--- config.mk ---
export PLATFORM = sky130hd
export DESIGN_NAME = escape_time_fixed_point
export DESIGN_NICKNAME = d
export VERILOG_FILES = /design/src/rtl/esc_pkg.sv /design/src/rtl/esc_datapath.sv /design/src/rtl/esc_ctrl.sv /design/src/rtl/escape_time_fixed_point.sv
export SDC_FILE = /design/constraint.sdc
export NUM_CORES = 2
export LEC_CHECK = 0
export ABC_CLOCK_PERIOD_IN_PS = 9200
export BUFFER_PORTS_ARGS = -buffer_cell sky130_fd_sc_hd__buf_2
export CAP_MARGIN = 20
export CORE_AREA = 2 2 529 531
export CTS_BUF_LIST = sky130_fd_sc_hd__clkbuf_4 sky130_fd_sc_hd__clkbuf_8 sky130_fd_sc_hd__clkbuf_16
export CTS_CLUSTER_DIAMETER = 150
export DETAILED_ROUTE_END_ITERATION = 8
export DIE_AREA = 0 0 531 533
export PLACE_DENSITY = 0.49
export REMOVE_ABC_BUFFERS = 1
export SYNTH_ARGS = -nofsm -noshare
export SYNTH_HDL_FRONTEND = slang
export SYNTH_SLANG_ARGS = --single-unit
--- constraint.sdc ---
create_clock -name clk -period 9.2 [get_ports clk]
set_clock_uncertainty 0.05 [all_clocks]
set_input_delay 1.84 -clock clk [delete_from_list [all_inputs] [get_ports clk]]
set_output_delay 1.84 -clock clk [all_outputs]
set_load 0.02 [all_outputs]
--- src/rtl/esc_pkg.sv ---
// Shared types, constants and command codes for the escape-time iterator.
`timescale 1ns / 1ps
`default_nettype none
package esc_pkg;

  // Default arithmetic configuration.
  localparam int FRAC_BITS_DEF = 49;
  localparam int WORD_BITS_DEF = 64;

  // Fixed field widths.
  localparam int IN_BITS   = 54;
  localparam int CNT_BITS  = 16;
  localparam int IN_TDATA  = 112;
  localparam logic [CNT_BITS-1:0] MAX_ITER_RESET = 16'd256;

  // Multiplier geometry: operands are widened to MUL_BITS and split in halves.
  localparam int MUL_BITS  = 64;
  localparam int HALF_BITS = 32;
  localparam int PROD_BITS = 128;

  // Which product the shared multiplier is working on.
  localparam logic [1:0] OP_XY = 2'd0;
  localparam logic [1:0] OP_XX = 2'd1;
  localparam logic [1:0] OP_YY = 2'd2;

  // Steps of one multiplication.
  localparam logic [2:0] STEP_FIRST_ADD = 3'd1;
  localparam logic [2:0] STEP_LAST_PP   = 3'd3;
  localparam logic [2:0] STEP_LAST_ADD  = 3'd4;
  localparam logic [2:0] STEP_CORR      = 3'd5;
  localparam logic [2:0] STEP_WB        = 3'd6;

  typedef struct packed {
    logic       load;
    logic       mul_en;
    logic [1:0] op;
    logic [2:0] step;
    logic       out_load;
  } cmd_t;

  typedef struct packed {
    logic stop;
  } status_t;

endpackage
`default_nettype wire

--- src/rtl/esc_datapath.sv ---
// Datapath: point registers, iterated 64x64 multiplier, update logic and count.
`timescale 1ns / 1ps
`default_nettype none
module esc_datapath #(
  parameter int FRAC_BITS = esc_pkg::FRAC_BITS_DEF,
  parameter int WORD_BITS = esc_pkg::WORD_BITS_DEF
) (
  input  wire logic                           clk,
  input  wire logic                           rst,
  input  wire logic                           cfg_we,
  input  wire logic [esc_pkg::CNT_BITS-1:0]   cfg_data,
  input  wire logic [esc_pkg::IN_BITS-1:0]    c_real,
  input  wire logic [esc_pkg::IN_BITS-1:0]    c_imag,
  input  wire esc_pkg::cmd_t                  cmd,
  output esc_pkg::status_t                    status,
  output logic [esc_pkg::CNT_BITS-1:0]        escape_count
);

  localparam int MB = esc_pkg::MUL_BITS;
  localparam int HB = esc_pkg::HALF_BITS;
  localparam int PB = esc_pkg::PROD_BITS;
  localparam int CB = esc_pkg::CNT_BITS;
  localparam logic [MB-1:0] FOUR_FULL = 64'd4 << FRAC_BITS;
  localparam logic [WORD_BITS-1:0] FOUR = FOUR_FULL[WORD_BITS-1:0];

  logic [CB-1:0]        iter_max;
  logic [CB-1:0]        count;
  logic [WORD_BITS-1:0] cx, cy, zx, zy, x2, y2;
  logic [2*HB-1:0]      pp;
  logic [1:0]           pp_sh;
  logic [PB-1:0]        acc;

  logic signed [WORD_BITS-1:0] op_a, op_b;
  logic signed [MB-1:0]        a64, b64;
  logic signed [MB-1:0]        re_ext, im_ext;
  logic [HB-1:0]               a_part, b_part;
  logic [PB-1:0]               pp_shifted;
  logic [MB-1:0]               corr;
  logic signed [PB-1:0]        acc_s, acc_shr;
  logic [WORD_BITS-1:0]        mul_res;
  logic [WORD_BITS-1:0]        mag;
  logic [CB-1:0]               limit;

  // Operand selection for the shared multiplier.
  always_comb begin
    unique case (cmd.op)
      esc_pkg::OP_XY: begin
        op_a = zx;
        op_b = zy;
      end
      esc_pkg::OP_XX: begin
        op_a = zx;
        op_b = zx;
      end
      esc_pkg::OP_YY: begin
        op_a = zy;
        op_b = zy;
      end
      default: begin
        op_a = zx;
        op_b = zy;
      end
    endcase
  end

  assign a64    = MB'(op_a);
  assign b64    = MB'(op_b);
  assign re_ext = MB'($signed(c_real));
  assign im_ext = MB'($signed(c_imag));

  // Step bit 0 picks the upper half of a, bit 1 the upper half of b.
  assign a_part = cmd.step[0] ? a64[MB-1:HB] : a64[HB-1:0];
  assign b_part = cmd.step[1] ? b64[MB-1:HB] : b64[HB-1:0];
  assign pp_shifted = PB'(pp) << (HB * pp_sh);

  // Unsigned product of the widened words becomes signed by subtracting
  // the other operand from the upper half for each negative operand.
  assign corr = (a64[MB-1] ? b64 : '0) + (b64[MB-1] ? a64 : '0);

  assign acc_s   = acc;
  assign acc_shr = acc_s >>> FRAC_BITS;
  assign mul_res = acc_shr[WORD_BITS-1:0];

  assign mag   = x2 + y2;
  assign limit = iter_max - 16'd1;
  assign status.stop = ($signed(mag) > $signed(FOUR)) || (count >= limit);

  always_ff @(posedge clk) begin
    if (rst) begin
      iter_max <= esc_pkg::MAX_ITER_RESET;
    end else if (cfg_we) begin
      iter_max <= cfg_data;
    end
  end

  always_ff @(posedge clk) begin
    if (cmd.load) begin
      cx    <= re_ext[WORD_BITS-1:0];
      cy    <= im_ext[WORD_BITS-1:0];
      zx    <= '0;
      zy    <= '0;
      x2    <= '0;
      y2    <= '0;
      count <= '0;
    end else if (cmd.mul_en) begin
      if (cmd.step <= esc_pkg::STEP_LAST_PP) begin
        pp    <= a_part * b_part;
        pp_sh <= {1'b0, cmd.step[0]} + {1'b0, cmd.step[1]};
      end
      if (cmd.step == esc_pkg::STEP_FIRST_ADD) begin
        acc <= pp_shifted;
      end else if (cmd.step > esc_pkg::STEP_FIRST_ADD &&
                   cmd.step <= esc_pkg::STEP_LAST_ADD) begin
        acc <= acc + pp_shifted;
      end else if (cmd.step == esc_pkg::STEP_CORR) begin
        acc[PB-1:MB] <= acc[PB-1:MB] - corr;
      end
      if (cmd.step == esc_pkg::STEP_WB) begin
        unique case (cmd.op)
          esc_pkg::OP_XY: begin
            zy <= (mul_res << 1) + cy;
            zx <= x2 - y2 + cx;
          end
          esc_pkg::OP_XX: begin
            x2 <= mul_res;
          end
          esc_pkg::OP_YY: begin
            y2    <= mul_res;
            count <= count + 16'd1;
          end
          default: begin
            x2 <= x2;
          end
        endcase
      end
    end
  end

  always_ff @(posedge clk) begin
    if (cmd.out_load) begin
      escape_count <= count;
    end
  end

endmodule
`default_nettype wire

--- src/rtl/esc_ctrl.sv ---
// Controller: sequences load, escape test, the three products of a round and output.
`timescale 1ns / 1ps
`default_nettype none
module esc_ctrl (
  input  wire logic             clk,
  input  wire logic             rst,
  input  wire logic             s_tvalid,
  output logic                  s_tready,
  output logic                  m_tvalid,
  input  wire logic             m_tready,
  input  wire esc_pkg::status_t status,
  output esc_pkg::cmd_t         cmd
);

  localparam logic [1:0] S_IDLE = 2'd0;
  localparam logic [1:0] S_TEST = 2'd1;
  localparam logic [1:0] S_MUL  = 2'd2;
  localparam logic [1:0] S_DONE = 2'd3;

  logic [1:0] state, state_next;
  logic [1:0] op, op_next;
  logic [2:0] step, step_next;
  logic       out_free;

  assign s_tready = (state == S_IDLE);
  assign out_free = !m_tvalid || m_tready;

  always_comb begin
    state_next   = state;
    op_next      = op;
    step_next    = step;
    cmd.load     = 1'b0;
    cmd.mul_en   = 1'b0;
    cmd.op       = op;
    cmd.step     = step;
    cmd.out_load = 1'b0;
    unique case (state)
      S_IDLE: begin
        if (s_tvalid) begin
          cmd.load   = 1'b1;
          state_next = S_TEST;
        end
      end
      S_TEST: begin
        op_next   = esc_pkg::OP_XY;
        step_next = '0;
        state_next = status.stop ? S_DONE : S_MUL;
      end
      S_MUL: begin
        cmd.mul_en = 1'b1;
        if (step == esc_pkg::STEP_WB) begin
          step_next = '0;
          unique case (op)
            esc_pkg::OP_XY: op_next = esc_pkg::OP_XX;
            esc_pkg::OP_XX: op_next = esc_pkg::OP_YY;
            default:        state_next = S_TEST;
          endcase
        end else begin
          step_next = step + 3'd1;
        end
      end
      S_DONE: begin
        if (out_free) begin
          cmd.out_load = 1'b1;
          state_next   = S_IDLE;
        end
      end
      default: state_next = S_IDLE;
    endcase
  end

  always_ff @(posedge clk) begin
    if (rst) begin
      state    <= S_IDLE;
      op       <= esc_pkg::OP_XY;
      step     <= '0;
      m_tvalid <= 1'b0;
    end else begin
      state <= state_next;
      op    <= op_next;
      step  <= step_next;
      if (cmd.out_load) begin
        m_tvalid <= 1'b1;
      end else if (m_tready) begin
        m_tvalid <= 1'b0;
      end
    end
  end

endmodule
`default_nettype wire

--- src/rtl/escape_time_fixed_point.sv ---
// Top level of the fixed-point escape-time iterator.
// The result becomes valid once the point has done its rounds and a final
// escape test; the next input can be taken in the cycle the result turns valid.
// Each round takes one escape test plus three products, each built in steps on
// one shared 32x32 multiplier; that multiplier sets the rate.
// One point is worked on at a time; a new point is taken while a result waits.
// Synchronous active-high reset; the iteration limit register resets to 256.
`timescale 1ns / 1ps
`default_nettype none
module escape_time_fixed_point #(
  parameter int FRAC_BITS = esc_pkg::FRAC_BITS_DEF,
  parameter int WORD_BITS = esc_pkg::WORD_BITS_DEF
) (
  input  wire logic                           clk,
  input  wire logic                           rst,
  input  wire logic                           cfg_we,
  input  wire logic [esc_pkg::CNT_BITS-1:0]   cfg_data,
  input  wire logic                           s_tvalid,
  output logic                                s_tready,
  // Fields from bit 0: c_real[53:0], c_imag[107:54], zero padding.
  input  wire logic [esc_pkg::IN_TDATA-1:0]   s_tdata,
  output logic                                m_tvalid,
  input  wire logic                           m_tready,
  // Fields from bit 0: escape_count[15:0].
  output logic [esc_pkg::CNT_BITS-1:0]        m_tdata
);

  localparam int IB = esc_pkg::IN_BITS;

  esc_pkg::cmd_t    cmd;
  esc_pkg::status_t status;

  esc_ctrl u_ctrl (
    .clk      (clk),
    .rst      (rst),
    .s_tvalid (s_tvalid),
    .s_tready (s_tready),
    .m_tvalid (m_tvalid),
    .m_tready (m_tready),
    .status   (status),
    .cmd      (cmd)
  );

  esc_datapath #(
    .FRAC_BITS (FRAC_BITS),
    .WORD_BITS (WORD_BITS)
  ) u_dp (
    .clk          (clk),
    .rst          (rst),
    .cfg_we       (cfg_we),
    .cfg_data     (cfg_data),
    .c_real       (s_tdata[IB-1:0]),
    .c_imag       (s_tdata[2*IB-1:IB]),
    .cmd          (cmd),
    .status       (status),
    .escape_count (m_tdata)
  );

endmodule
`default_nettype wire

Word level (Yosys, flattened, before mapping)
Index checks and enable logic that the tools add are counted.
Widths: inputs -> output; s select.
{ "op_classes": {"bitwise_logic": 1, "n_reduce_logical": 19, "n_lt_le_gt_ge": 5, "n_mux": 28, "n_addsub": 11, "shift": 1, "n_eq_ne": 13, "multipliers": 1} }
{ "ops": {"columns": ["operator", "count"], "rows": [
  ["$mux 64", 7],
  ["$add 64x64->64", 4],
  ["$add 128x128->128", 1],
  ["$mux 128", 1],
  ["$shl 64x7->128", 1],
  ["$sub 64x64->64", 2],
  ["$gt 64x53->1 const B", 1],
  ["$mul 32x32->64", 1],
  ["$mux 32", 2],
  ["$reduce_and 3->1", 7],
  ["$add 16x1->16 const B", 1],
  ["$ge 16x16->1", 1],
  ["$sub 16x1->16 const B", 1],
  ["$mux 2", 5],
  ["$mux 1", 8],
  ["$pmux 2 s2", 2],
  ["$pmux 2 s4", 1],
  ["$eq 2x2->1 const B", 3],
  ["$eq 3x3->1 const B", 2],
  ["$pmux 3 s2", 1],
  ["$reduce_bool 2->1", 3],
  ["$eq 2x1->1 const B", 2],
  ["$logic_not 2->1", 2],
  ["$ne 2x1->1 const B", 2],
  ["other kinds (16)", 18]
]} }
{ "word_totals": {"input_bits": 133, "register_bits": 614} }

Depth between registers and ports, before layout
{ "logic_depth": {"word_depth": 8, "ltp_mapped": 39} }

Cells and area by module
Synthesis repeated with hierarchy kept, for this count alone.
{ "hier_totals": {"cells_unflattened": 9733, "area_unflattened_um2": 80692.4} }
{ "by_module_without_submodules": {"columns": ["module", "cells_each", "instances", "area_each_um2", "seq_area_each_um2"], "rows": [
  ["esc_datapath", 9677, 1, 80178.1, 14864.3],
  ["esc_ctrl", 56, 1, 514.2, 160.2]
]} }

Least setup slack after synthesis
Ideal clock, no wire load.
{ "synth_path": {"path_type": "reg-to-reg", "startpoint": "register u_ctrl.op[1]", "endpoint": "register u_dp.pp[62] (data pin)", "t_arrival_ps": 9640, "path_buffers": 4, "setup_ps": 258, "path_stages_with_launch": 38, "path_slack_ps": -748, "t_required_ps": 8892, "cell_sequence": "dfxtp_1 > nand2b_1 > buf_1 > clkbuf_1 > buf_1 > mux2i_1 > nand2_1 > nand2_1 > clkbuf_1 > nor2_1 > fa_1 > fa_1 > fa_1 > inv_1 > fa_1 > inv_1 > fa_1 > inv_1 > (+2 left out) > fa_1 > inv_1 > fa_1 > inv_1 > ha_1 > nand4_1 > a2111oi_0 > a21oi_1 > and2_1 > a21oi_1 > a31oi_1 > o21ai_1 > a22o_1 > o22a_1 > a21oi_1 > o221a_2 > o31a_1 > xnor2_1"} }
{ "synth_via": {"elab_chain_len": 4, "word_cells_on_any_way": 7} }
{ "synth_rtl": {"columns": ["element", "line", "rtl"], "rows": [
  ["start: declaration", "esc_ctrl.sv:21", "logic [1:0] op, op_next;"],
  ["start signal: assignment", "esc_ctrl.sv:75", "op <= esc_pkg::OP_XY;"],
  ["start signal: assignment", "esc_ctrl.sv:80", "op <= op_next;"],
  ["$eq 2x2->1 / $eq 2x1->1 (equally long branches)", "esc_datapath.sv:46", "unique case (cmd.op)"],
  ["$mux 64", "esc_datapath.sv:46", null],
  ["$mux 32 (on tied branches)", "esc_datapath.sv:72, esc_datapath.sv:73", null],
  ["$mul 32x32->64 *", "esc_datapath.sv:107", "pp <= a_part * b_part;"],
  ["end signal: assignment", "esc_datapath.sv:107", null],
  ["end: declaration", "esc_datapath.sv:29", "logic [2*HB-1:0] pp;"]
]} }
Every way passes the cells marked *; elsewhere a longest branch is shown, timed or not.
A chain may end at the register's enable or synchronous reset.

Worst setup path after layout
Same ends and word-level chain as after synthesis.

==> out/metrics.csv <==
stage;metric;value;unit
yosys;sequential share of the synthesized area;18.16;%
power;worst ir drop on vdd;145.5;uV
setup_path;largest stage delay on the critical path;650;ps
yosys;top post-synthesis cells by area;fa_1 (24%), edfxtp_1 (11%), ha_1 (11%);
yosys;Synth Cell Area;82750;sq um
timing;RSZ-0062 raised after global routing;true;
floorplanning;Initial Utilization;29.78;%
clock_tree;clk slew on worst S/H paths;50;ps
floorplanning;IO Pins;151;
clock_tree;worst-skew pair later-pin latency;730;ps
timing;Sum Neg Setup Slack;-219.9;ps
worst_hold_path;HP Start;u_dp.x2[63]$_SDFFE_PP0P_;
yosys;share of the synthesized area in the top cell type;24.43;%
setup_path;Required @ worst endpoint;9620;ps
setup_path;worst r2r src;u_ctrl.op[1]$_SDFFE_PP0P_;
yosys;leading area contributor after synthesis;fa_1;
yosys;Ys Warns;0;
timing;hold slack final;417.1;ps
timing;# setup viols final;4;
setup_path;flop-to-flop setup slack;-90;ps
timing;final worst slack;-87.01;ps
grt;GRT Overall Usage;25.00;%
clock_tree;Root Buffer;clkbuf_16;
grt;GRT busiest layer;met2;
clock_tree;clk buf depth;3;
drt;routed vias/inst;5.185;
setup_path;Worst path most repeated cell;fa_1;
setup_path;CP Class;reg -> reg;
layout;share of cells above drive strength 1;14.49;%
setup_path;CP Capture Type;flip-flop;
setup_path;worst r2r dst;u_dp.pp[62]$_DFFE_PP_;
layout;nets@finish;12380;
setup_path;crit path DAT;9710;ps
drt;routed vias;74310;
layout;area grow syn2layout;19.05;%
drt;drt initial violations;6312;
drt;Final ANT Viol Nets;0;
place;DP Cell Count;14110;
layout;commonest non-fill, non-tap cells in the layout;nand2_1 (1368), inv_1 (1301), nor2_1 (976);
floorplanning;Rows;194;
yosys;Most used DFF post-synth;edfxtp_1;
yosys;Cells after Synth;10010;
setup_path;Top delay family on crit path;adder cells;
status;outcome;finished, violations left;
setup_path;R2R cell count;36;
grt;GRT met3 Usage;3.164;%
place;routability cong.;1.051;
power;P_leak;43.74;nW
grt;initial antenna violation count;10;
floorplanning;die width;531;um
yosys;synthesis-stage register bit count;599;
timing;Worst Max-Slew Pin Slew;1151;ps
setup_path;CP max-delay cell;fa_2;
worst_hold_path;Hold Path Cell Cnt;2;
place;# port buffers;146;
status;failing checks;negative setup slack;
yosys;Post-Synth XOR/XNOR Area;3.641;%
power;Final Power;9.829;mW
yosys;mux contribution to synthesized area;1.743;%
yosys;Synth Area in Adders;35.08;%
floorplanning;core area;277900;sq um
grt;M1 GR Usage;34.18;%
setup_path;CP Max Fanout;7;
yosys;Synth Area in Compound Gates;15.34;%
floorplanning;Die H;533;um
yosys;Async SR Flop Fraction;0;%
setup_path;Worst setup SP type;flip-flop;
layout;most common cell after layout, fill and taps aside;nand2_1;
clock_tree;CTS HTree Levels;3;
grt;M2 GR Usage;39.08;%
flow_run;max-cap check violation count;0;
grt;largest net degree at the start of global routing;188;
yosys;number of synthesized flops with an enable pin;303;
timing;pins over their slew limit;0;
yosys;combinational family with the most area after synthesis;adder cells;
timing;period utilization;100.9;%
yosys;Mean Syn Cell Area;8.271;sq um
clock_tree;CTS Sinks;599;
drt;TritonRoute pass-1 iters;6;
clock_tree;TritonCTS buffer count;80;
floorplanning;Die ar.;283000;sq um
worst_hold_path;Hold WC Path Type;reg -> reg;
place;Detail Placement HPWL;296.7;mm
clock_tree;hold buffers post-CTS;0;
drt;final WL;357.3;mm
power;Pwr per Cell Area;99.77;nW/um^2
timing;Slew HR;22.56;%
layout;Finished Layout Cells;14330;
drt;DR WL/cell;24.93;um
setup_path;Buf+Inv Stages, Crit Path;9;
timing;Final Hold Fails;0;
grt;first-pass GRT wire length;520.7;mm
layout;utilization after layout;35.45;%
clock_tree;CTS tree;built;
layout;number of fill cells in the layout;28870;
yosys;area share of and/or/nand/nor cells after synthesis;17.66;%
drt;post-detailed-route DRC marker count;0;
grt;vias in the first global route;75350;
yosys;Unique masters post-synth;90;
timing;FMAX;107.7;MHz
timing;Tmin final;9287;ps
grt;grt ovf;0;
worst_hold_path;Worst Hold Path EP;u_dp.x2[63]$_SDFFE_PP0P_;
## per-layer routing
| metal | wire length, um | vias up |
|---|---|---|
| met1 | 158100 | 37170 |
| met5 | 11 | - |
| met3 | 20710 | 540 |
| met2 | 157800 | 2562 |
| met4 | 20590 | 2 |
| li1 | - | 34040 |
## cell families after synthesis
group | count (synthesis)
AND/OR/NAND/NOR | 3340
AO/OA/AOI/OAI | 2018
buffers and inverters | 1847
adder cells (fa/ha/maj) | 1714
flip-flops | 599
XOR/XNOR | 344
multiplexers | 143
## how the worst max path moves through the flow
stage                                  endpoint  cells past startpoint                       from  slack [ps]
after global placement    u_dp.pp[62]$_DFFE_PP_                     35  u_ctrl.op[0]$_SDFFE_PP0P_        -670
after detailed placement  u_dp.pp[62]$_DFFE_PP_                     35  u_ctrl.op[0]$_SDFFE_PP0P_        -720
final                     u_dp.pp[62]$_DFFE_PP_                     36  u_ctrl.op[1]$_SDFFE_PP0P_         -90
after floorplan           u_dp.pp[62]$_DFFE_PP_                     32  u_ctrl.op[1]$_SDFFE_PP0P_       -3640
after global routing      u_dp.pp[62]$_DFFE_PP_                     37  u_ctrl.op[1]$_SDFFE_PP0P_        -330
after CTS                 u_dp.pp[62]$_DFFE_PP_                     37  u_ctrl.op[1]$_SDFFE_PP0P_        -100
## layout make-up
class	instances	area [sq um]	area share, %
inverters	1325	4981	5.056
multi-input cells	7559	62250	63.19
flip-flops and latches	599	15030	15.26
clock inverters	40	337.8	0.3429
clock buffers	108	2293	2.328
repair buffers	969	8942	9.077
well taps	3724	4659	4.730
diodes	8	20.02	0.02032
## flip-flops by register name, indices dropped and copies added, names as in the netlist, 16 cells and up
| name | flops |
|---|---|
| u_dp.x2 | 64 |
| u_dp.escape_count | 16 |
| u_dp.cx | 54 |
| u_dp.y2 | 64 |
| u_dp.zy | 64 |
| u_dp.pp | 64 |
| u_dp.cy | 54 |
| u_dp.iter_max | 16 |
| u_dp.count | 16 |
| u_dp.acc | 113 |
| u_dp.zx | 64 |
## power by group
part | switching [mW] | internal, mW
clock network | 1.37 | 1.80
logic | 2.26 | 1.26
registers | 0.129 | 3.01
## synth_stat cells (71+ instances only)
| cell | n |
|---|---|
| a21o_1 | 275 |
| a21oi_1 | 804 |
| and2_1 | 103 |
| clkbuf_1 | 481 |
| dfxtp_1 | 296 |
| edfxtp_1 | 303 |
| fa_1 | 1010 |
| ha_1 | 704 |
| inv_1 | 1324 |
| mux2i_1 | 134 |
| nand2_1 | 1420 |
| nand2b_1 | 73 |
| nand3_1 | 166 |
| nand4_1 | 108 |
| nor2_1 | 1003 |
| nor3_1 | 102 |
| o21a_1 | 71 |
| o21ai_0 | 319 |
| or2_2 | 91 |
| xnor2_1 | 196 |
| xor2_1 | 148 |
## through the flow
| step | cell area, sq um | setup slack, ps |
|---|---|---|
| floorplan | 80790 | -3644 |
| global placement | 93370 | -672.0 |
| detailed placement | 93380 | -722.3 |
| CTS | 97710 | -98.80 |
| global route | 98510 | -335.0 |
| finish | 98520 | -87.01 |
## what timing repair did
item / in CTS / in global routing
gates resized for setup: 285 / 169
cloned: 4 / 1
hold endpoints to repair: 0 / 0
pin swaps: 91 / 48
setup buffers: 52 / 18
setup endpoints to repair: 24 / 19
## worst reg2reg max path, delay by kind of cell, from the launching register on
family                     cells  cell delay (ps)
and+or+nand+nor                5              780
AOI/OAI and AO/OA             11             1970
xor gates and xnor gates       1              130
muxes                          1              230
adders and majority gates      9             4360
DFF                            1              340
buffers and inverters          9             1170
Note: power is estimated with default switching activity, not from simulation.
